[src/rtl/stb_pkg.sv]
// ----------------------------------------------------------------------------
// Timer bank package
// Sizes, command and result codes, request and result types.
// ----------------------------------------------------------------------------
package stb_pkg;

	localparam int SLOTS      = 16;
	localparam int OWNER_BITS = 8;
	localparam int SLOT_BITS  = (SLOTS > 1) ? $clog2(SLOTS) : 1;
	localparam int CNT_BITS   = SLOT_BITS + 1;
	localparam int ID_BITS    = 5;
	localparam int TIME_BITS  = 32;

	localparam logic [2:0] CMD_START      = 3'd0;
	localparam logic [2:0] CMD_TICK       = 3'd1;
	localparam logic [2:0] CMD_STOP       = 3'd2;
	localparam logic [2:0] CMD_STOP_OWNER = 3'd3;
	localparam logic [2:0] CMD_QUERY      = 3'd4;

	localparam logic [2:0] KIND_START      = 3'd0;
	localparam logic [2:0] KIND_EXPIRY     = 3'd1;
	localparam logic [2:0] KIND_STOP       = 3'd2;
	localparam logic [2:0] KIND_STOP_OWNER = 3'd3;
	localparam logic [2:0] KIND_QUERY      = 3'd4;

	typedef struct packed {
		logic [2:0]           command;
		logic [7:0]           owner;
		logic [TIME_BITS-1:0] duration_us;
		logic [ID_BITS-1:0]   timer_id;
		logic [TIME_BITS-1:0] elapsed_us;
	} cmd_t;

	typedef struct packed {
		logic [2:0]           kind;
		logic [ID_BITS-1:0]   result_id;
		logic [7:0]           result_owner;
		logic [TIME_BITS-1:0] remaining_us;
		logic                 ok;
		logic                 last;
	} rsp_t;

	// one slot as held in the memory
	typedef struct packed {
		logic [OWNER_BITS-1:0] owner;
		logic [TIME_BITS-1:0]  remaining;
	} entry_t;

	typedef struct packed {
		logic valid;
		rsp_t data;
	} rsp_push_t;

endpackage

[src/rtl/software_timer_bank_unit.sv]
// Start and stop answer in the exec state, query in the wait state after its read.
// Tick and stop-owner sweep the slot memory one slot per cycle through its single
// read port; a tick sweep holds while a second expiry waits on a stalled consumer.
// One request is in work at a time; the next is taken once the last result is queued.
// Reset clears the live bits and control; owner and time memory is not cleared.
// ----------------------------------------------------------------------------
// Timer bank top level
// Sequencer over a slot memory of owners and remaining times, live bits in flops.
// ----------------------------------------------------------------------------
module software_timer_bank_unit import stb_pkg::*; (
	input  logic clk,
	input  logic arst_n,
	input  logic cmd_valid,
	output logic cmd_stall,
	input  cmd_t cmd,
	output logic rsp_valid,
	input  logic rsp_stall,
	output rsp_t rsp
);

	localparam logic [2:0] ST_IDLE  = 3'd0;
	localparam logic [2:0] ST_EXEC  = 3'd1;
	localparam logic [2:0] ST_QWAIT = 3'd2;
	localparam logic [2:0] ST_SWEEP = 3'd3;
	localparam logic [2:0] ST_FIN   = 3'd4;

	logic [2:0]            state_q, state_d;
	logic [SLOTS-1:0]      live_q, live_d;
	logic [CNT_BITS-1:0]   rd_idx_q, rd_idx_d;
	logic                  vld_s1, vld_s1_d;
	logic [SLOT_BITS-1:0]  idx_s1, idx_s1_d;
	logic                  pend_vld_q, pend_vld_d;
	logic [SLOT_BITS-1:0]  pend_idx_q, pend_idx_d;
	logic [OWNER_BITS-1:0] pend_owner_q, pend_owner_d;
	logic                  hit_q, hit_d;

	logic [2:0]            cmd_q;
	logic [OWNER_BITS-1:0] owner_q;
	logic [TIME_BITS-1:0]  duration_q;
	logic [ID_BITS-1:0]    id_q;
	logic [TIME_BITS-1:0]  elapsed_q;

	logic                  accept;
	logic                  free_found;
	logic [SLOT_BITS-1:0]  free_idx;
	logic                  id_ok;
	logic [SLOT_BITS-1:0]  id_slot;
	logic                  id_live;
	logic                  is_tick;
	logic                  s1_live;
	logic                  expire;
	logic                  stall_s1;

	logic                  ram_we;
	logic [SLOT_BITS-1:0]  ram_waddr;
	entry_t                ram_wdata;
	logic                  ram_re;
	logic [SLOT_BITS-1:0]  ram_raddr;
	entry_t                ram_rdata;

	rsp_push_t             push;
	logic                  can_push;

	assign cmd_stall = (state_q != ST_IDLE);
	assign accept    = cmd_valid && !cmd_stall;

	// lowest free slot
	always_comb begin
		free_found = 1'b0;
		free_idx   = '0;
		for (int i = SLOTS - 1; i >= 0; i--) begin
			if (!live_q[i]) begin
				free_found = 1'b1;
				free_idx   = SLOT_BITS'(i);
			end
		end
	end

	assign id_ok   = (id_q != '0) && (32'(id_q) <= 32'(SLOTS));
	assign id_slot = SLOT_BITS'(id_q - ID_BITS'(1));
	assign id_live = id_ok && live_q[id_slot];

	assign is_tick  = (cmd_q == CMD_TICK);
	assign s1_live  = vld_s1 && live_q[idx_s1];
	assign expire   = (ram_rdata.remaining <= elapsed_q);
	// a second expiry must push the held one first
	assign stall_s1 = s1_live && is_tick && expire && pend_vld_q && !can_push;

	always_comb begin
		state_d      = state_q;
		live_d       = live_q;
		rd_idx_d     = rd_idx_q;
		vld_s1_d     = vld_s1;
		idx_s1_d     = idx_s1;
		pend_vld_d   = pend_vld_q;
		pend_idx_d   = pend_idx_q;
		pend_owner_d = pend_owner_q;
		hit_d        = hit_q;
		ram_we       = 1'b0;
		ram_waddr    = '0;
		ram_wdata    = '0;
		ram_re       = 1'b0;
		ram_raddr    = '0;
		push         = '0;
		push.data.last = 1'b1;

		case (state_q)
			ST_IDLE: begin
				if (accept) begin
					state_d    = ST_EXEC;
					pend_vld_d = 1'b0;
					hit_d      = 1'b0;
				end
			end
			ST_EXEC: begin
				case (cmd_q)
					CMD_START: begin
						if (can_push) begin
							push.valid     = 1'b1;
							push.data.kind = KIND_START;
							if (free_found) begin
								push.data.result_id = ID_BITS'(free_idx) + ID_BITS'(1);
								push.data.ok        = 1'b1;
								ram_we              = 1'b1;
								ram_waddr           = free_idx;
								ram_wdata.owner     = owner_q;
								ram_wdata.remaining = duration_q;
								live_d[free_idx]    = 1'b1;
							end
							state_d = ST_IDLE;
						end
					end
					CMD_TICK, CMD_STOP_OWNER: begin
						rd_idx_d = '0;
						vld_s1_d = 1'b0;
						state_d  = ST_SWEEP;
					end
					CMD_STOP: begin
						if (can_push) begin
							push.valid     = 1'b1;
							push.data.kind = KIND_STOP;
							if (id_live) begin
								push.data.result_id = id_q;
								push.data.ok        = 1'b1;
								live_d[id_slot]     = 1'b0;
							end
							state_d = ST_IDLE;
						end
					end
					CMD_QUERY: begin
						ram_re    = 1'b1;
						ram_raddr = id_slot;
						state_d   = ST_QWAIT;
					end
					default: begin
						state_d = ST_IDLE;
					end
				endcase
			end
			ST_QWAIT: begin
				if (can_push) begin
					push.valid     = 1'b1;
					push.data.kind = KIND_QUERY;
					if (id_live) begin
						push.data.result_id    = id_q;
						push.data.remaining_us = ram_rdata.remaining;
						push.data.ok           = 1'b1;
					end
					state_d = ST_IDLE;
				end
			end
			ST_SWEEP: begin
				if (!stall_s1) begin
					if (s1_live) begin
						if (is_tick) begin
							if (expire) begin
								live_d[idx_s1] = 1'b0;
								if (pend_vld_q) begin
									push.valid             = 1'b1;
									push.data.kind         = KIND_EXPIRY;
									push.data.result_id    = ID_BITS'(pend_idx_q) + ID_BITS'(1);
									push.data.result_owner = 8'(pend_owner_q);
									push.data.ok           = 1'b1;
									push.data.last         = 1'b0;
								end
								pend_vld_d   = 1'b1;
								pend_idx_d   = idx_s1;
								pend_owner_d = ram_rdata.owner;
							end else begin
								ram_we              = 1'b1;
								ram_waddr           = idx_s1;
								ram_wdata.owner     = ram_rdata.owner;
								ram_wdata.remaining = ram_rdata.remaining - elapsed_q;
							end
						end else if (ram_rdata.owner == owner_q) begin
							live_d[idx_s1] = 1'b0;
							hit_d          = 1'b1;
						end
					end
					if (rd_idx_q != CNT_BITS'(SLOTS)) begin
						ram_re    = 1'b1;
						ram_raddr = rd_idx_q[SLOT_BITS-1:0];
						vld_s1_d  = 1'b1;
						idx_s1_d  = rd_idx_q[SLOT_BITS-1:0];
						rd_idx_d  = rd_idx_q + CNT_BITS'(1);
					end else begin
						vld_s1_d = 1'b0;
						if (!vld_s1) begin
							state_d = ST_FIN;
						end
					end
				end
			end
			ST_FIN: begin
				if (is_tick) begin
					if (!pend_vld_q) begin
						state_d = ST_IDLE;
					end else if (can_push) begin
						push.valid             = 1'b1;
						push.data.kind         = KIND_EXPIRY;
						push.data.result_id    = ID_BITS'(pend_idx_q) + ID_BITS'(1);
						push.data.result_owner = 8'(pend_owner_q);
						push.data.ok           = 1'b1;
						pend_vld_d             = 1'b0;
						state_d                = ST_IDLE;
					end
				end else if (can_push) begin
					push.valid     = 1'b1;
					push.data.kind = KIND_STOP_OWNER;
					push.data.ok   = hit_q;
					state_d        = ST_IDLE;
				end
			end
			default: begin
				state_d = ST_IDLE;
			end
		endcase
	end

	always_ff @(posedge clk or negedge arst_n) begin
		if (!arst_n) begin
			state_q    <= ST_IDLE;
			live_q     <= '0;
			rd_idx_q   <= '0;
			vld_s1     <= 1'b0;
			pend_vld_q <= 1'b0;
			hit_q      <= 1'b0;
		end else begin
			state_q    <= state_d;
			live_q     <= live_d;
			rd_idx_q   <= rd_idx_d;
			vld_s1     <= vld_s1_d;
			pend_vld_q <= pend_vld_d;
			hit_q      <= hit_d;
		end
	end

	always_ff @(posedge clk) begin
		idx_s1       <= idx_s1_d;
		pend_idx_q   <= pend_idx_d;
		pend_owner_q <= pend_owner_d;
		if (accept) begin
			cmd_q      <= cmd.command;
			owner_q    <= cmd.owner[OWNER_BITS-1:0];
			duration_q <= cmd.duration_us;
			id_q       <= cmd.timer_id;
			elapsed_q  <= cmd.elapsed_us;
		end
	end

	stb_ram #(
		.WIDTH ($bits(entry_t)),
		.DEPTH (SLOTS)
	) u_ram (
		.clk   (clk),
		.we    (ram_we),
		.waddr (ram_waddr),
		.wdata (ram_wdata),
		.re    (ram_re),
		.raddr (ram_raddr),
		.rdata (ram_rdata)
	);

	stb_rsp_reg u_rsp (
		.clk       (clk),
		.arst_n    (arst_n),
		.push      (push),
		.can_push  (can_push),
		.rsp_valid (rsp_valid),
		.rsp_stall (rsp_stall),
		.rsp       (rsp)
	);

endmodule

[src/rtl/stb_ram.sv]
// ----------------------------------------------------------------------------
// Generic RAM
// One write port, one read port, registered read data.
// ----------------------------------------------------------------------------
module stb_ram #(
	parameter int WIDTH = 8,
	parameter int DEPTH = 16
) (
	input  logic                                        clk,
	input  logic                                        we,
	input  logic [((DEPTH > 1) ? $clog2(DEPTH) : 1)-1:0] waddr,
	input  logic [WIDTH-1:0]                            wdata,
	input  logic                                        re,
	input  logic [((DEPTH > 1) ? $clog2(DEPTH) : 1)-1:0] raddr,
	output logic [WIDTH-1:0]                            rdata
);

	logic [WIDTH-1:0] mem [DEPTH];

	always_ff @(posedge clk) begin
		if (we) begin
			mem[waddr] <= wdata;
		end
		if (re) begin
			rdata <= mem[raddr];
		end
	end

endmodule

[src/rtl/stb_rsp_reg.sv]
// ----------------------------------------------------------------------------
// Timer bank result register
// Holds one result for the consumer; frees the sequencer while it waits.
// ----------------------------------------------------------------------------
module stb_rsp_reg import stb_pkg::*; (
	input  logic      clk,
	input  logic      arst_n,
	input  rsp_push_t push,
	output logic      can_push,
	output logic      rsp_valid,
	input  logic      rsp_stall,
	output rsp_t      rsp
);

	logic vld_q;
	rsp_t data_q;

	assign can_push  = !vld_q || !rsp_stall;
	assign rsp_valid = vld_q;
	assign rsp       = data_q;

	always_ff @(posedge clk or negedge arst_n) begin
		if (!arst_n) begin
			vld_q <= 1'b0;
		end else if (can_push) begin
			vld_q <= push.valid;
		end
	end

	always_ff @(posedge clk) begin
		if (can_push && push.valid) begin
			data_q <= push.data;
		end
	end

endmodule

[config.mk]
export PLATFORM = sky130hd
export DESIGN_NAME = software_timer_bank_unit
export DESIGN_NICKNAME = d
export VERILOG_FILES = /design/src/rtl/stb_pkg.sv /design/src/rtl/software_timer_bank_unit.sv /design/src/rtl/stb_ram.sv /design/src/rtl/stb_rsp_reg.sv
export SDC_FILE = /design/constraint.sdc
export NUM_CORES = 1
export LEC_CHECK = 0
export BUFFER_PORTS_ARGS = -buffer_cell sky130_fd_sc_hd__buf_2
export CORE_MARGIN = 2
export CORE_UTILIZATION = 35
export DETAILED_ROUTE_END_ITERATION = 8
export PLACE_DENSITY = 0.61
export SYNTH_ARGS = -nofsm -noshare
export SYNTH_HDL_FRONTEND = slang
export SYNTH_SLANG_ARGS = --single-unit
[constraint.sdc]
create_clock -name clk -period 6.3 [get_ports clk]
set_clock_uncertainty 0.1 [all_clocks]
set_input_delay 0.63 -clock clk [delete_from_list [all_inputs] [get_ports clk]]
set_output_delay 0.63 -clock clk [all_outputs]
set_load 0.05 [all_outputs]
# Word level (Yosys, flattened, before mapping)
# Memories as Yosys holds them, arrays and structs flattened. A register that Yosys moved wholly into a read port is not among the register bits.
# Cells that the tools add are included.
# classes
bitwise_logic	10
eq_ne	29
n_lt_le_gt_ge	8
add_sub_neg	5
mux	150
reduce_logical	36
# ops
op	n
two-way mux 40 bit	7
two-way mux 16 bit	9
two-way mux 17 bit	7
two-way mux 4 bit	28
case mux 40 bit (2 select lines)	1
case mux 16 bit (2 select lines)	2
two-way mux 1 bit	55
case mux 9 bit (4 select lines)	1
bitwise AND 16 bit	2
<= comparator 32 bit	1
inverter 16 bit	2
subtractor 32 bit	1
two-way mux 9 bit	3
two-way mux 5 bit	5
inequality test 2 bit, second input constant	11
two-way mux 3 bit	7
inequality test 3 bit, second input constant	6
case mux 9 bit (2 select lines)	1
OR 16 bit	1
case mux 4 bit (2 select lines)	2
case mux 8 bit (2 select lines)	1
< comparator 4 x 5 -> 1 bit, second input constant	3
case mux 3 bit (5 select lines)	1
two-way mux 13 bit	1
other kinds (36)	80
# word_totals
inputBits	84
memories	1
output_inout_bits	52
elab_cells	260
ff_bits	174
ramBits	640
# mem_list
memory	depth	word_bits	rd	rd_ports_with_merged_regs	write_ports	line_no	text
u_ram.mem	16	40	1	1	1	stb_ram.sv:18	logic [WIDTH-1:0] mem [DEPTH];

# Longest topological paths before layout
# depth
word_depth	25
depth_mapped	16
mapped_depth_nobuf	13

# Cells and area by module
# From an unflattened synthesis, not the netlist that was laid out.
# hier_totals
cells_unflattened	1966
area_unflattened_um2	35437.7
# by_module_without_submodules
module	area_each_um2	cells_per_inst	instances	seq_area_each_um2
stb_ram	25533.2	1040	1	20419.6
software_timer_bank_unit	8355.5	872	1	3558.4
stb_rsp_reg	1549.0	54	1	1526.5

# Worst setup path after synthesis
# No wires, ideal clock.
# synth_timing
path_kind	register to register
start	register u_ram.rdata[0] (read register of u_ram.mem)
end	memory u_ram.mem[1][0] (netlist bit), enable pin
setup_slack_ns	0.328
path_stages_with_launch	15
period_less_slack_ns	5.972
t_required_ns	5.713
setup_time_ns	0.487
n_path_buf	1
arrival_time_ns	5.385
path_cell_list	edfxtp_1 -> inv_1 -> ha_1 -> inv_1 -> fa_1 -> nand3_1 -> a21oi_1 -> nor4_1 -> o21ai_1 -> a211o_1 -> and3_1 -> clkbuf_1 -> a22oi_1 -> o211ai_1 -> nor3_1
# synth_between
elab_chain_len	8
elab_cells_between_ends	16
classes_between	1 x order compare; 12 x mux; 3 x reduce/logical
# synth_rtl
item	line_no	text
start: declaration	stb_ram.sv:15	output logic [WIDTH-1:0] rdata
<= comparator 32 bit *	software_timer_bank_unit.sv:85	assign expire = (ram_rdata.remaining <= elapsed_q);
two-way mux 1 bit / logical AND 1 bit (equally long branches)	software_timer_bank_unit.sv:176, software_timer_bank_unit.sv:87	
two-way mux 1 bit / logical AND 1 bit (equally long branches)	software_timer_bank_unit.sv:175, software_timer_bank_unit.sv:87	
two-way mux 1 bit / logical AND 1 bit (equally long branches)	software_timer_bank_unit.sv:174, software_timer_bank_unit.sv:87	
two-way mux 1 bit	software_timer_bank_unit.sv:173	if (!stall_s1) begin
case mux 1 bit (2 select lines)	software_timer_bank_unit.sv:107	case (state_q)
two-way mux 1 bit	stb_ram.sv:21	if (we) begin
two-way mux 1 bit (implied by the code)	stb_ram.sv:22	mem[waddr] <= wdata;
end: declaration	stb_ram.sv:18	
# Every way passes the cells marked *; elsewhere a longest branch is shown, timed or not.

# Worst setup path in the final report
# layout_timing
start	register u_ram.rdata[25] (read register of u_ram.mem)
end	memory u_ram.mem[2][29] (netlist bit), enable pin
# Same word-level chain as after synthesis.

==> results.ini <==
[status]
outcome = finished clean

[power]
swShare_pct = 29.9
peakVddDrop_mv = 0.242
internal-power_uw = 10600
p_seq_share_pct = 45.8
powerDensity_mw_per_mm2 = 362
p_clk_share_pct = 34.5
p_leak_uw = 0.0157
p_comb_share_pct = 19.7
p_sw_uw = 4520
totalPowerFinal_uw = 15100

[synth]
synth_top_family_by_area = compound AO/OA/AOI/OAI gates
synthCells = 2421
synth_fa_ha_area_share_pct = 1.46
synthesis.area_mm2 = 0.0364
mappedNetlistNets = 2547
ys_seq_area_share_pct = 70.0
synth.area.mux_share_pct = 4.88
synth_edf_count = 826
async_reset_ff_share_pct = 3.28
synth_ff_type = edfxtp_1
synth_common_cells = edfxtp_1, a211oi_1, and3_1, mux2i_1, clkbuf_1
synthSimpleGateAreaFrac_pct = 7.34
synthXorXnorAreaFrac_pct = 1.05
synth_area_leaders = edfxtp_1, a211oi_1, mux2i_1
yosysTopAreaCell = edfxtp_1
yosysTopAreaCellShare_pct = 68.1
ys_types = 79
synth.most_common_cell = edfxtp_1
yosysWarnings = 0
avgSynthCellArea_um2 = 15.0
ys_ff_latch = 854
synth_compound_area_share_pct = 12.5

[detailed_routing]
routed_wl_mm = 99.7
drtIter0Drc = 2464
routedWlPerCell_um = 25.0
viasPerCell = 5.64
drtAntennaViolNets = 0
drc_errors = 0
first_pass_iters = 5
via_count = 22500

[sta]
finalSetupViolations = 0
rsz0062_at_grt = no
fin_crit_sh_pct = 91.8
fin_crit_ps = 5790
hold_violations = 0
drv_slew = 0
relSlewSlack_pct = 10.1
setup_tns_ps = 0
timing.fmax_mhz = 173
tightestPinTransition_ps = 1330

[setup_path]
critPathMaxFanout = 28
end_kind = register
cpMaxStageDelayCell = nor3_1
worstPathCellList = ha_1 > nand4_1 > nor3_1 > nand2b_1 > o22ai_1 > a211o_1 > and3_2 > and2_1 > a2bb2oi_1 > nor2_4 > buf_4
critical_path_required_ps = 6520
arrival_ps = 6000
cpPeakStageDelay_ps = 980
start_kind = register
path_depth = 11
r2r_cells = 11
crit_buf_inv = 1
crit_type = reg -> reg
critical_path.top_delay_family = simple AND/OR/NAND/NOR gates

[final_layout]
multi_input_area_mm2 = 0.0102
seq_area_mm2 = 0.0255
synthToLayoutAreaGrowth_pct = 14.5
final_util_pct = 40.4
antennaDiodeCount = 0
drive_above_1_share_pct = 14.2
n_fill_cell = 9468
fin_nets = 2660

[grt]
grt_first_pass_wirelength_mm = 146
grt_overflow = 0
grt_max_degree = 145
grt_use_total_pct = 18.2
grt_pass1_vias = 22300
antenna_found_initial = 12

[hold_path]
min_path_cells = 1
hold_path_class = in -> reg

[die]
rows = 118
ios = 136
die-area_mm2 = 0.107
start_util_pct = 35.3
coreArea_mm2 = 0.103
die_w_um = 327
die_h_um = 327

[clock_network]
cts_tree = yes
clock_sinks = 854
htreeDepth = 3
numCtsBuffers = 86
clk_path_buf_depth = 3
post_cts_resize_count = 0
cts_setup_buffers = 0
hold_buffers = 1
cts.clk_slew.worst_paths_ps = 70
clk_latency_ps = 660
cts-root-buf = clkbuf_16

[flow_run]
cap_violations = 0

[placed_design]
io_buffers = 135
post-dp-hpwl_mm = 59.9
place_congestion = 0.848

-- layout make-up --
class,instances,area share (%)
Tap cell,1380,4.14
Timing Repair Buffer,190,2.94
Multi-Input combinational cell,1346,24.4
Clock buffer,99,5.27
Inverter,56,0.504
Clock inverter,57,1.60
Sequential cell,854,61.1
-- kinds of logic (layout without fill, tap and decap cells) --
family / Yosys count / in the layout
AO/OA/AOI/OAI: 613 / 613
XOR/XNOR: 43 / 43
adder cells (fa/ha/maj): 42 / 42
buffers and inverters: 221 / 402
flip-flops: 854 / 854
multiplexers: 168 / 168
AND/OR/NAND/NOR: 480 / 480
-- cells in the final DEF (no fill, tap or decap), types with 13 or more instances in the layout --
| master | synthesis | layout |
|---|---|---|
| clkinv_1 | 0 | 14 |
| mux2i_1 | 158 | 158 |
| clkbuf_1 | 95 | 13 |
| nand3_1 | 14 | 14 |
| xor2_1 | 21 | 21 |
| a211oi_1 | 284 | 283 |
| ha_1 | 41 | 41 |
| inv_1 | 56 | 56 |
| nand4_1 | 19 | 19 |
| nand2_1 | 68 | 68 |
| and2_1 | 21 | 21 |
| dfrtp_1 | 28 | 28 |
| a22o_1 | 35 | 35 |
| a21oi_1 | 89 | 85 |
| clkinv_2 | 0 | 13 |
| clkbuf_16 | 0 | 86 |
| edfxtp_1 | 826 | 826 |
| nor3_1 | 24 | 20 |
| a2111o_1 | 40 | 40 |
| and3_1 | 205 | 204 |
| buf_4 | 14 | 42 |
| buf_2 | 48 | 135 |
| a21o_1 | 20 | 19 |
| nor2_1 | 63 | 55 |
| o21ai_0 | 35 | 33 |
| xnor2_1 | 21 | 21 |
-- final timing paths --
check	slack, ps	endpoint	startpoint
setup / recovery	510	u_ram.mem[2][29]	u_ram.rdata[25]
hold / removal	50	id_q[4]	cmd[36]
setup reg to reg	510	u_ram.mem[2][29]	u_ram.rdata[25]
hold reg to reg	410	u_rsp.rsp[40]	pend_owner_q[6]
max in group asynchronous	5050	hit_q	arst_n
min in group asynchronous	500	live_q[2]	arst_n
-- metrics by stage --
stage                     area (um2)  instances  hold WS [ps]  setup slack, ps
after global routing           41700       3982          19.7              265
after detailed placement       38800       3824           413              583
final                          41700       3982          46.3              515
after floorplan                36400       2421           234              328
after CTS                      41700       3981          16.0              511
after global placement         38800       3824           419              619
-- registers in the layout, indices dropped and copies added, names as in the netlist --
register and cells:
u_ram.rdata 40, id_q 5, cmd_q 3, rd_idx_q 5, idx_s1 4, u_rsp.rsp 50, u_ram.mem 640, owner_q 8
elapsed_q 32, hit_q 1, pend_owner_q 8, pend_idx_q 4, u_rsp.rsp_valid 1, live_q 16, duration_q 32, vld_s1 1
state_q 3, pend_vld_q 1
-- layer usage --
layer  vias up  part of all wire (%)  routed length (um)  global-route usage [%]
met4        22                   2.4                2420                    5.24
met3       178                   7.6                7530                    3.93
met5         -                  0.14                 135                       0
li1       9971                     -                   -                       -
met1     11400                    43               42900                    24.9
met2       890                    47               46700                    29.3
-- power groups by stage --
stage | Combinational, uW | Clock (uW) | Sequential, uW
after floorplan | 1750 | 0 | 7190
after global placement | 2920 | 0 | 7020
after detailed placement | 2950 | 0 | 7020
after CTS | 2970 | 5300 | 6910
after global routing | 3170 | 5540 | 6940
final | 2970 | 5210 | 6910
Note: power is estimated with default switching activity, not from simulation.
